[config.mk]
export PLATFORM = sky130hd
export DESIGN_NAME = i2c_master_bit_engine
export DESIGN_NICKNAME = d
export VERILOG_FILES = /design/src/design/i2cm_pkg.sv /design/src/design/i2c_master_bit_engine.sv /design/src/design/i2cm_front.sv /design/src/design/i2cm_queue.sv /design/src/design/i2cm_back.sv
export SDC_FILE = /design/constraint.sdc
export NUM_CORES = 1
export LEC_CHECK = 0
export BUFFER_PORTS_ARGS = -buffer_cell sky130_fd_sc_hd__buf_2
export CAP_MARGIN = 20
export CELL_PAD_IN_SITES_DETAIL_PLACEMENT = 0
export CELL_PAD_IN_SITES_GLOBAL_PLACEMENT = 1
export CORE_MARGIN = 1.5
export CORE_UTILIZATION = 47
export CTS_CLUSTER_DIAMETER = 200
export DETAILED_ROUTE_END_ITERATION = 7
export PLACE_DENSITY = 0.77
export SLEW_MARGIN = 20
export SYNTH_ARGS = -nofsm -noshare
export SYNTH_HDL_FRONTEND = slang
export SYNTH_SLANG_ARGS = --single-unit
[constraint.sdc]
create_clock -name clk -period 6.04 [get_ports clk]
set_clock_uncertainty 0.1 [all_clocks]
set_input_delay 0.604 -clock clk [delete_from_list [all_inputs] [get_ports clk]]
set_output_delay 0.604 -clock clk [all_outputs]
set_load 0.05 [all_outputs]
[src/design/i2cm_pkg.sv]
// Shared types, command codes and sequence tables for the I2C master bit engine.
`default_nettype none

package i2cm_pkg;

	localparam int DELAY_WIDTH_DEF = 16;
	localparam int CFG_W           = 16;
	localparam logic [CFG_W-1:0] PHASE_DELAY_RST = 16'd100;

	localparam int OP_W   = 3;
	localparam int STEP_W = 5;

	localparam logic [OP_W-1:0] OP_NONE   = 3'd0;
	localparam logic [OP_W-1:0] OP_INIT   = 3'd1;
	localparam logic [OP_W-1:0] OP_START  = 3'd2;
	localparam logic [OP_W-1:0] OP_RSTART = 3'd3;
	localparam logic [OP_W-1:0] OP_STOP   = 3'd4;
	localparam logic [OP_W-1:0] OP_WRITE  = 3'd5;
	localparam logic [OP_W-1:0] OP_READ   = 3'd6;

	localparam int Q_DEPTH = 2;
	localparam int Q_PTR_W = $clog2(Q_DEPTH);
	localparam int Q_CNT_W = $clog2(Q_DEPTH + 1);

	// residue mod 3 of a 5-bit step index, two bits per entry
	localparam logic [63:0] MOD3_TBL = {4'b0100, {10{6'b100100}}};

	typedef struct packed {
		logic            is_cmd;
		logic [OP_W-1:0] cmd;
		logic [7:0]      tx_byte;
		logic            last_read;
		logic            sda_in;
	} cmd_item_t;

	typedef struct packed {
		logic full;
		logic empty;
	} q_status_t;

	typedef struct packed {
		logic       nack;
		logic [7:0] rx_byte;
		logic       done_res;
		logic       busy_res;
		logic       sda_level;
		logic       scl_level;
	} result_t;

	function automatic logic [STEP_W-1:0] seq_len(input logic [OP_W-1:0] cmd);
		logic [STEP_W-1:0] len;
		unique case (cmd)
			OP_INIT:   len = 5'd2;
			OP_START:  len = 5'd2;
			OP_RSTART: len = 5'd4;
			OP_STOP:   len = 5'd3;
			OP_WRITE:  len = 5'd28;
			OP_READ:   len = 5'd21;
			default:   len = 5'd0;
		endcase
		return len;
	endfunction

	function automatic logic [1:0] mod3(input logic [STEP_W-1:0] v);
		return MOD3_TBL[{v, 1'b0} +: 2];
	endfunction

endpackage

`default_nettype wire

[src/design/i2c_master_bit_engine.sv]
// Top level of the I2C master bit engine: front decode, item queue and pin sequencer.
//
// channel  | dir | handshake         | payload
// ---------+-----+-------------------+--------------------------------------------
// s_       | in  | s_tvalid/s_tready | tuser op; tdata tx_byte, last_read, sda_in
// m_       | out | m_tvalid/m_tready | tdata scl, sda, busy, done, rx_byte, nack
// cfg_     | in  | cfg_wr_en         | cfg_wr_data = phase_delay
//
// One item per clock cycle sustained while the result register is free to take it;
// each item is one tick and gives one result. An accepted item is queued, then popped
// into the registered result; the single sequencer step in the back end sets the rate.
// Reset clears the queue, the sequencer to idle with both pins released, and
// sets phase_delay to 100.
// A low m_tready with a result pending holds the result register and stops the back
// end; the two-entry queue then fills and s_tready drops.
`default_nettype none

module i2c_master_bit_engine import i2cm_pkg::*; #(
	parameter int DELAY_WIDTH = DELAY_WIDTH_DEF
) (
	input  wire logic             clk,
	input  wire logic             arst_n,
	input  wire logic             cfg_wr_en,
	input  wire logic [CFG_W-1:0] cfg_wr_data,
	input  wire logic             s_tvalid,
	output logic                  s_tready,
	input  wire logic [15:0]      s_tdata,   // tx_byte[7:0], last_read[8], sda_in[9]
	input  wire logic [7:0]       s_tuser,   // op[2:0]
	output logic                  m_tvalid,
	input  wire logic             m_tready,
	output logic [15:0]           m_tdata    // scl[0], sda[1], busy[2], done[3], rx_byte[11:4], nack[12]
);

	q_status_t q_stat;
	cmd_item_t push_item;
	cmd_item_t head;
	logic      push;
	logic      pop;

	i2cm_front u_front (
		.s_tvalid  (s_tvalid),
		.s_tready  (s_tready),
		.s_tdata   (s_tdata),
		.s_tuser   (s_tuser),
		.q_stat    (q_stat),
		.push      (push),
		.push_item (push_item)
	);

	i2cm_queue u_queue (
		.clk       (clk),
		.arst_n    (arst_n),
		.push      (push),
		.push_item (push_item),
		.pop       (pop),
		.head      (head),
		.q_stat    (q_stat)
	);

	i2cm_back #(
		.DELAY_WIDTH (DELAY_WIDTH)
	) u_back (
		.clk         (clk),
		.arst_n      (arst_n),
		.cfg_wr_en   (cfg_wr_en),
		.cfg_wr_data (cfg_wr_data),
		.head        (head),
		.q_stat      (q_stat),
		.pop         (pop),
		.m_tvalid    (m_tvalid),
		.m_tready    (m_tready),
		.m_tdata     (m_tdata)
	);

	a_pop_not_empty: assert property (@(posedge clk) disable iff (!arst_n)
		pop |-> !q_stat.empty)
		else $error("pop from empty queue");

	a_queue_state: assert property (@(posedge clk) disable iff (!arst_n)
		!(q_stat.full && q_stat.empty))
		else $error("queue both full and empty");

	a_done_not_busy: assert property (@(posedge clk) disable iff (!arst_n)
		m_tvalid && m_tdata[3] |-> !m_tdata[2])
		else $error("done result still busy");

endmodule

`default_nettype wire

[src/design/i2cm_front.sv]
// Input side: takes stream items, decodes the op field and pushes them to the queue.
`default_nettype none

module i2cm_front import i2cm_pkg::*; (
	input  wire logic        s_tvalid,
	output logic             s_tready,
	input  wire logic [15:0] s_tdata,   // tx_byte[7:0], last_read[8], sda_in[9], zero fill
	input  wire logic [7:0]  s_tuser,   // op[2:0], zero fill
	input  wire q_status_t   q_stat,
	output logic             push,
	output cmd_item_t        push_item
);

	logic [OP_W-1:0] op;

	assign op       = s_tuser[OP_W-1:0];
	assign s_tready = !q_stat.full;
	assign push     = s_tvalid && !q_stat.full;

	always_comb begin
		push_item.is_cmd    = (op >= OP_INIT) && (op <= OP_READ);
		push_item.cmd       = op;
		push_item.tx_byte   = s_tdata[7:0];
		push_item.last_read = s_tdata[8];
		push_item.sda_in    = s_tdata[9];
	end

endmodule

`default_nettype wire

[src/design/i2cm_queue.sv]
// Short first-word-fall-through queue of decoded items between front and back.
`default_nettype none

module i2cm_queue import i2cm_pkg::*; (
	input  wire logic      clk,
	input  wire logic      arst_n,
	input  wire logic      push,
	input  wire cmd_item_t push_item,
	input  wire logic      pop,
	output cmd_item_t      head,
	output q_status_t      q_stat
);

	cmd_item_t          mem_q [Q_DEPTH];
	logic [Q_PTR_W-1:0] wr_ptr_q;
	logic [Q_PTR_W-1:0] rd_ptr_q;
	logic [Q_CNT_W-1:0] count_q;

	assign q_stat.full  = (count_q == Q_CNT_W'(Q_DEPTH));
	assign q_stat.empty = (count_q == '0);
	assign head         = mem_q[rd_ptr_q];

	function automatic logic [Q_PTR_W-1:0] ptr_inc(input logic [Q_PTR_W-1:0] p);
		return (p == Q_PTR_W'(Q_DEPTH - 1)) ? '0 : p + Q_PTR_W'(1);
	endfunction

	always_ff @(posedge clk) begin
		if (push) begin
			mem_q[wr_ptr_q] <= push_item;
		end
	end

	always_ff @(posedge clk or negedge arst_n) begin
		if (!arst_n) begin
			wr_ptr_q <= '0;
			rd_ptr_q <= '0;
			count_q  <= '0;
		end else begin
			if (push) begin
				wr_ptr_q <= ptr_inc(wr_ptr_q);
			end
			if (pop) begin
				rd_ptr_q <= ptr_inc(rd_ptr_q);
			end
			if (push && !pop) begin
				count_q <= count_q + Q_CNT_W'(1);
			end else if (pop && !push) begin
				count_q <= count_q - Q_CNT_W'(1);
			end
		end
	end

endmodule

`default_nettype wire

[src/design/i2cm_back.sv]
// Execution side: pin sequencer state, phase timer and the registered result.
`default_nettype none

module i2cm_back import i2cm_pkg::*; #(
	parameter int DELAY_WIDTH = DELAY_WIDTH_DEF
) (
	input  wire logic             clk,
	input  wire logic             arst_n,
	input  wire logic             cfg_wr_en,
	input  wire logic [CFG_W-1:0] cfg_wr_data,
	input  wire cmd_item_t        head,
	input  wire q_status_t        q_stat,
	output logic                  pop,
	output logic                  m_tvalid,
	input  wire logic             m_tready,
	output logic [15:0]           m_tdata
);

	logic [CFG_W-1:0]       phase_delay_q;
	logic [DELAY_WIDTH-1:0] pd_w;
	logic [DELAY_WIDTH-1:0] reload;

	logic [DELAY_WIDTH-1:0] hold_q, hold_n;
	logic [STEP_W-1:0]      step_q, step_n, step_inc, idx;
	logic [OP_W-1:0]        cmd_q, cmd_n;
	logic [7:0]             shift_q, shift_n, rx_q, rx_n;
	logic                   scl_q, scl_n, sda_q, sda_n;
	logic                   nack_q, nack_n, nar_q, nar_n;
	logic                   done_n, act;
	logic                   out_vld_q;
	result_t                res_q;

	generate
		if (DELAY_WIDTH > CFG_W) begin : g_wide
			assign pd_w = {{(DELAY_WIDTH - CFG_W){1'b0}}, phase_delay_q};
		end else if (DELAY_WIDTH == CFG_W) begin : g_same
			assign pd_w = phase_delay_q;
		end else begin : g_narrow
			assign pd_w = phase_delay_q[DELAY_WIDTH-1:0];
		end
	endgenerate

	assign reload = (pd_w == '0) ? '0 : pd_w - DELAY_WIDTH'(1);
	assign pop    = !q_stat.empty && (!out_vld_q || m_tready);

	always_comb begin
		cmd_n    = cmd_q;
		step_n   = step_q;
		hold_n   = hold_q;
		shift_n  = shift_q;
		scl_n    = scl_q;
		sda_n    = sda_q;
		nack_n   = nack_q;
		nar_n    = nar_q;
		rx_n     = rx_q;
		done_n   = 1'b0;
		act      = 1'b0;
		idx      = '0;
		step_inc = step_q + STEP_W'(1);

		if (cmd_q == OP_NONE) begin
			if (head.is_cmd) begin
				cmd_n  = head.cmd;
				step_n = '0;
				if (head.cmd == OP_WRITE) begin
					shift_n = head.tx_byte;
				end
				if (head.cmd == OP_READ) begin
					shift_n = '0;
					nar_n   = head.last_read;
				end
				act = 1'b1;
			end
		end else if (hold_q != '0) begin
			hold_n = hold_q - DELAY_WIDTH'(1);
		end else if (step_inc >= seq_len(cmd_q)) begin
			cmd_n  = OP_NONE;
			step_n = '0;
			done_n = 1'b1;
		end else begin
			step_n = step_inc;
			idx    = step_inc;
			act    = 1'b1;
		end

		if (act) begin
			hold_n = reload;
			unique case (cmd_n)
				OP_INIT: begin
					if (idx == 5'd0) scl_n = 1'b1;
					else sda_n = 1'b1;
				end
				OP_START: begin
					if (idx == 5'd0) sda_n = 1'b0;
					else scl_n = 1'b0;
				end
				OP_RSTART: begin
					if (idx[0]) scl_n = (idx < 5'd2);
					else sda_n = (idx < 5'd2);
				end
				OP_STOP: begin
					if (idx == 5'd0) sda_n = 1'b0;
					else if (idx == 5'd1) scl_n = 1'b1;
					else sda_n = 1'b1;
				end
				OP_WRITE: begin
					if (idx < 5'd24) begin
						unique case (mod3(idx))
							2'd0: sda_n = shift_n[7];
							2'd1: scl_n = 1'b1;
							2'd2: begin
								scl_n   = 1'b0;
								shift_n = {shift_n[6:0], 1'b0};
							end
							default: ;
						endcase
					end else if (idx == 5'd24) begin
						sda_n = 1'b1;
					end else if (idx == 5'd25) begin
						scl_n = 1'b1;
					end else if (idx == 5'd26) begin
						nack_n = head.sda_in;
						scl_n  = 1'b0;
					end else begin
						sda_n = 1'b0;
					end
				end
				OP_READ: begin
					if (idx == 5'd0) begin
						sda_n = 1'b1;
					end else if (idx == 5'd1) begin
						scl_n = 1'b0;
					end else if (idx < 5'd18) begin
						if (!idx[0]) begin
							scl_n = 1'b1;
						end else begin
							shift_n = {shift_n[6:0], head.sda_in};
							scl_n   = 1'b0;
						end
					end else if (idx == 5'd18) begin
						sda_n = nar_n;
					end else if (idx == 5'd19) begin
						scl_n = 1'b1;
					end else begin
						scl_n = 1'b0;
						rx_n  = shift_n;
					end
				end
				default: ;
			endcase
		end
	end

	always_ff @(posedge clk or negedge arst_n) begin
		if (!arst_n) begin
			phase_delay_q <= PHASE_DELAY_RST;
		end else if (cfg_wr_en) begin
			phase_delay_q <= cfg_wr_data;
		end
	end

	always_ff @(posedge clk or negedge arst_n) begin
		if (!arst_n) begin
			hold_q    <= '0;
			step_q    <= '0;
			cmd_q     <= OP_NONE;
			shift_q   <= '0;
			scl_q     <= 1'b1;
			sda_q     <= 1'b1;
			nack_q    <= 1'b0;
			nar_q     <= 1'b0;
			rx_q      <= '0;
			out_vld_q <= 1'b0;
		end else begin
			if (pop) begin
				hold_q    <= hold_n;
				step_q    <= step_n;
				cmd_q     <= cmd_n;
				shift_q   <= shift_n;
				scl_q     <= scl_n;
				sda_q     <= sda_n;
				nack_q    <= nack_n;
				nar_q     <= nar_n;
				rx_q      <= rx_n;
				out_vld_q <= 1'b1;
			end else if (m_tready) begin
				out_vld_q <= 1'b0;
			end
		end
	end

	always_ff @(posedge clk) begin
		if (pop) begin
			res_q.scl_level <= scl_n;
			res_q.sda_level <= sda_n;
			res_q.busy_res  <= (cmd_n != OP_NONE);
			res_q.done_res  <= done_n;
			res_q.rx_byte   <= rx_n;
			res_q.nack      <= nack_n;
		end
	end

	assign m_tvalid = out_vld_q;
	assign m_tdata  = {3'b000, res_q};

endmodule

`default_nettype wire

==> reports/metrics.yaml <==
worst_setup_path:
  critPathMaxFanout: 10
  r2r-end: "u_back.shift_q[5]"
  crit_required_ps: 6210
  crit_path_cell_trace: "ha_1 -> xnor2_1 -> buf_4 -> inv_1 -> ha_1 -> a21oi_1 -> o21ai_0 -> a31o_2 -> nor3_1 -> inv_1 -> ha_1 -> a22oi_1 -> nor2_1 -> a21oi_1 -> ha_1 -> o41ai_1 -> nor4_1 -> a21o_1 -> a31oi_1 -> a21oi_1"
  end_kind: "flip-flop"
  regToRegSetupSlack_ps: 900
  arrival_ps: 5310
  cp_slowest_cell: "dfrtp_1"
  critPathMaxStageDelay_ps: 580
  worst-r2r-cell-count: 20
  crit_top_cell: "ha_1"
  startpoint_type: "flip-flop"
  crit_end: "u_back.shift_q[5]"
  r2r-start: "u_back.step_q[0]"
  critPathKind: "reg -> reg"
  critPathLaunch: "u_back.step_q[0]"
global_route:
  gr-total-overflow: 0
  antenna_found_initial: 0
  use_met3: 0.03425
  busiest_layer: "met2"
  grt.total_usage: 0.2034
  grt_max_degree: 66
  grt_use_met1: 0.2751
  grt_pass1_wl_um: 21510
  met2_usage: 0.3396
  first_global_vias: 4442
die:
  num_rows: 41
  ios: 63
  dieHeight_um: 116.6
  die_area_um2: 13600
  coreArea_um2: 12620
  dieWidth_um: 116.6
  start_util: 0.4809
synthesis:
  synth_seq_cells: 106
  syn_area_um2: 6068
  async_reset_ff_frac: 0.6132
  synth_edf_count: 41
  seq_area_frac_synth: 0.4720
  syn_avg_cell_area_um2: 10.22
  synth_top_cell_by_area: "dfrtp_1"
  synth.top_cell.area_share: 0.2474
  synthTopCellsByArea: "dfrtp_1 (25%), edfxtp_1 (20%), mux2_2 (7.2%), ha_1 (3.7%), o21ai_0 (3.4%)"
  yosysUniqueCellTypes: 65
  synth_ff_type: "dfrtp_1"
  synthCells: 594
  ys_warn_count: 0
clock_tree:
  hold_buffers: 0
  cts_made_buffers: 9
  htree_levels: 3
  cts-resized-gates: 0
  cts_tree: "built"
  clk_pin_slew_ps: 70
  clk_path_buf_depth: 2
  cts_setup_buffers: 0
  cts-root-buf: "clkbuf_16"
  cts.sinks: 106
  insertion_delay_ps: 350
finish:
  fin_nets: 698
  final_layout_size_suffix_gt1_frac: 0.2125
  area_growth_syn_to_layout_pct: 11.51
  num_antenna_cells: 0
  final_design_area_no_fill_um2: 6766
pwr:
  leakagePower_nw: 2.733
  ir_drop_mv: 0.2824
  p_per_area_nw_per_um2: 475.2
flow_run:
  maxCapViolCount: 0
routing:
  num_vias: 4652
  route.detailed.drc: 0
  drtAntennaViolNets: 0
  firstDrtPassIters: 4
  drt_wl_total_um: 13170
  drtIter0Drc: 343
  post_drt_wl_per_cell_um: 16.22
  via_per_inst: 5.729
timing:
  period_share: 0.8502
  max_freq_mhz: 194.7
  min_period_ps: 5135
  tns_ps: 0
  final_max_slew_viol_count: 0
  hold_violations: 0
  tightest_slew_ps: 870.6
  setup_violations: 0
  rsz0062_at_grt: "no"
  relSlewSlack: 0.4157
placed_design:
  place_area_um2: 6461
  port_buffers: 48
  dpl.hpwl_um: 9235
  gp_congestion: 0.8551
worst_hold_path:
  hold_path.class: "in -> async"
outcome:
  status: "finished, final reports clean"
-- cells by family after synthesis --
family	count (synthesis)	synth area share
other	1	0.0006180
AOI/OAI and AO/OA	157	0.1724
xor gates and xnor gates	24	0.03464
and+or+nand+nor	177	0.1404
buffers and inverters	56	0.04330
DFF	106	0.4720
adders and majority gates	18	0.03711
muxes	55	0.09959
-- power by group --
part	switching, mW	internal, mW	total (mW)
clock	0.276	0.328	0.604
sequential	0.187	0.969	1.16
combinational	0.921	0.534	1.45
-- synth_stat cells (all sizes together) (5+ instances only) --
master   n
a211o    6
dfstp    5
nand3b   5
mux2    40
xnor2   15
o21ai   43
nor4     8
o31ai    6
a21oi   27
nand2   45
a22o     8
nor3    24
nand3    9
ha      18
a31oi   12
inv     22
a21o     7
or3     10
nor2b    5
mux2i   15
dfrtp   60
edfxtp  41
nor2    51
clkbuf  21
o22ai   10
buf     11
xor2     9
a211oi  13
-- worst min path at each step --
stage                           from             endpoint  slack (ps)  cells past startpoint
global placement    u_back.hold_q[8]     u_back.hold_q[8]         370                      2
floorplan                     arst_n      u_back.cmd_q[0]         210                      0
finish                        arst_n      u_back.pd_w[14]         330                      2
CTS                       s_tdata[4]  u_queue.mem_q[0][6]         330                      1
global route              s_tdata[5]  u_queue.mem_q[1][7]         330                      1
detailed placement  u_back.hold_q[8]     u_back.hold_q[8]         380                      2
-- worst max-delay path: cells and delay by family (launching register included) --
family	cells	cell delay, ps
AOI/OAI and AO/OA	9	1660
xor gates and xnor gates	1	160
adders and majority gates	4	1180
buffers and inverters	3	470
DFF	1	580
and+or+nand+nor	3	910
-- registers in the layout (all words and copies together) (netlist names) --
register          cells
u_back.pd_w          16
u_back.m_tvalid       1
u_back.scl_q          1
u_queue.wr_ptr_q      1
u_back.shift_q        8
u_back.hold_q        16
u_queue.count_q       2
u_queue.mem_q        28
u_back.cmd_q          3
u_back.rx_q           8
u_back.step_q         5
u_back.m_tdata       13
u_back.sda_q          1
u_queue.rd_ptr_q      1
u_back.nack_q         1
u_back.nar_q          1
-- layout make-up --
cell class / instances / area, µm²
inverters: 22 / 82.58
clock buffers: 10 / 229.0
repair buffers: 62 / 345.3
flip-flops and latches: 106 / 2864
multi-input cells: 434 / 2957
clock inverters: 6 / 73.82
fillers: 1173 / 5853
well taps: 172 / 215.2
-- per-stage QoR --
stage / setup WS, ps / util / total power [mW] / hold WS [ps] / std cells
2_1_floorplan: 1288 / - / 2.257 / 208.4 / 596
3_3_place_gp: 1080 / 0.5120 / 2.565 / 372.4 / 796
3_5_place_dp: 954.8 / 0.5120 / 2.611 / 381.7 / 796
4_1_cts: 932.1 / 0.5360 / 3.223 / 327.1 / 812
5_1_grt: 506.3 / 0.5362 / 3.449 / 325.2 / 812
6_report: 904.6 / 0.5362 / 3.215 / 328.5 / 812
-- layer usage --
| metal | vias up | wire length [µm] |
|---|---|---|
| met2 | 131 | 6270 |
| li1 | 2261 | - |
| met3 | 12 | 521 |
| met5 | - | 0 |
| met4 | 0 | 167 |
| met1 | 2248 | 6212 |
-- cells in the final DEF (no fill, tap or decap), types with 3 or more instances in the layout --
master,count
edfxtp_1,41
o21a_1,4
xnor2_1,15
and3_1,4
o21ai_1,3
nand3_1,9
buf_4,14
dfstp_2,5
nand3b_1,5
or3_1,8
clkbuf_16,9
or4_1,4
nand2b_1,4
inv_1,22
mux2_2,39
nand2_1,45
a211o_1,5
a21boi_0,4
nor2_1,50
buf_2,48
a22o_1,7
o31ai_1,6
nor3_1,24
dfrtp_1,60
nor2b_1,5
nor4_1,8
a21oi_1,26
ha_1,18
a21o_1,6
mux2i_1,15
o211ai_1,3
xor2_1,9
a211oi_1,12
o21ai_0,40
a31oi_1,12
o22ai_1,10
conb_1,3
No activity file was read; power rests on OpenSTA's default activity.
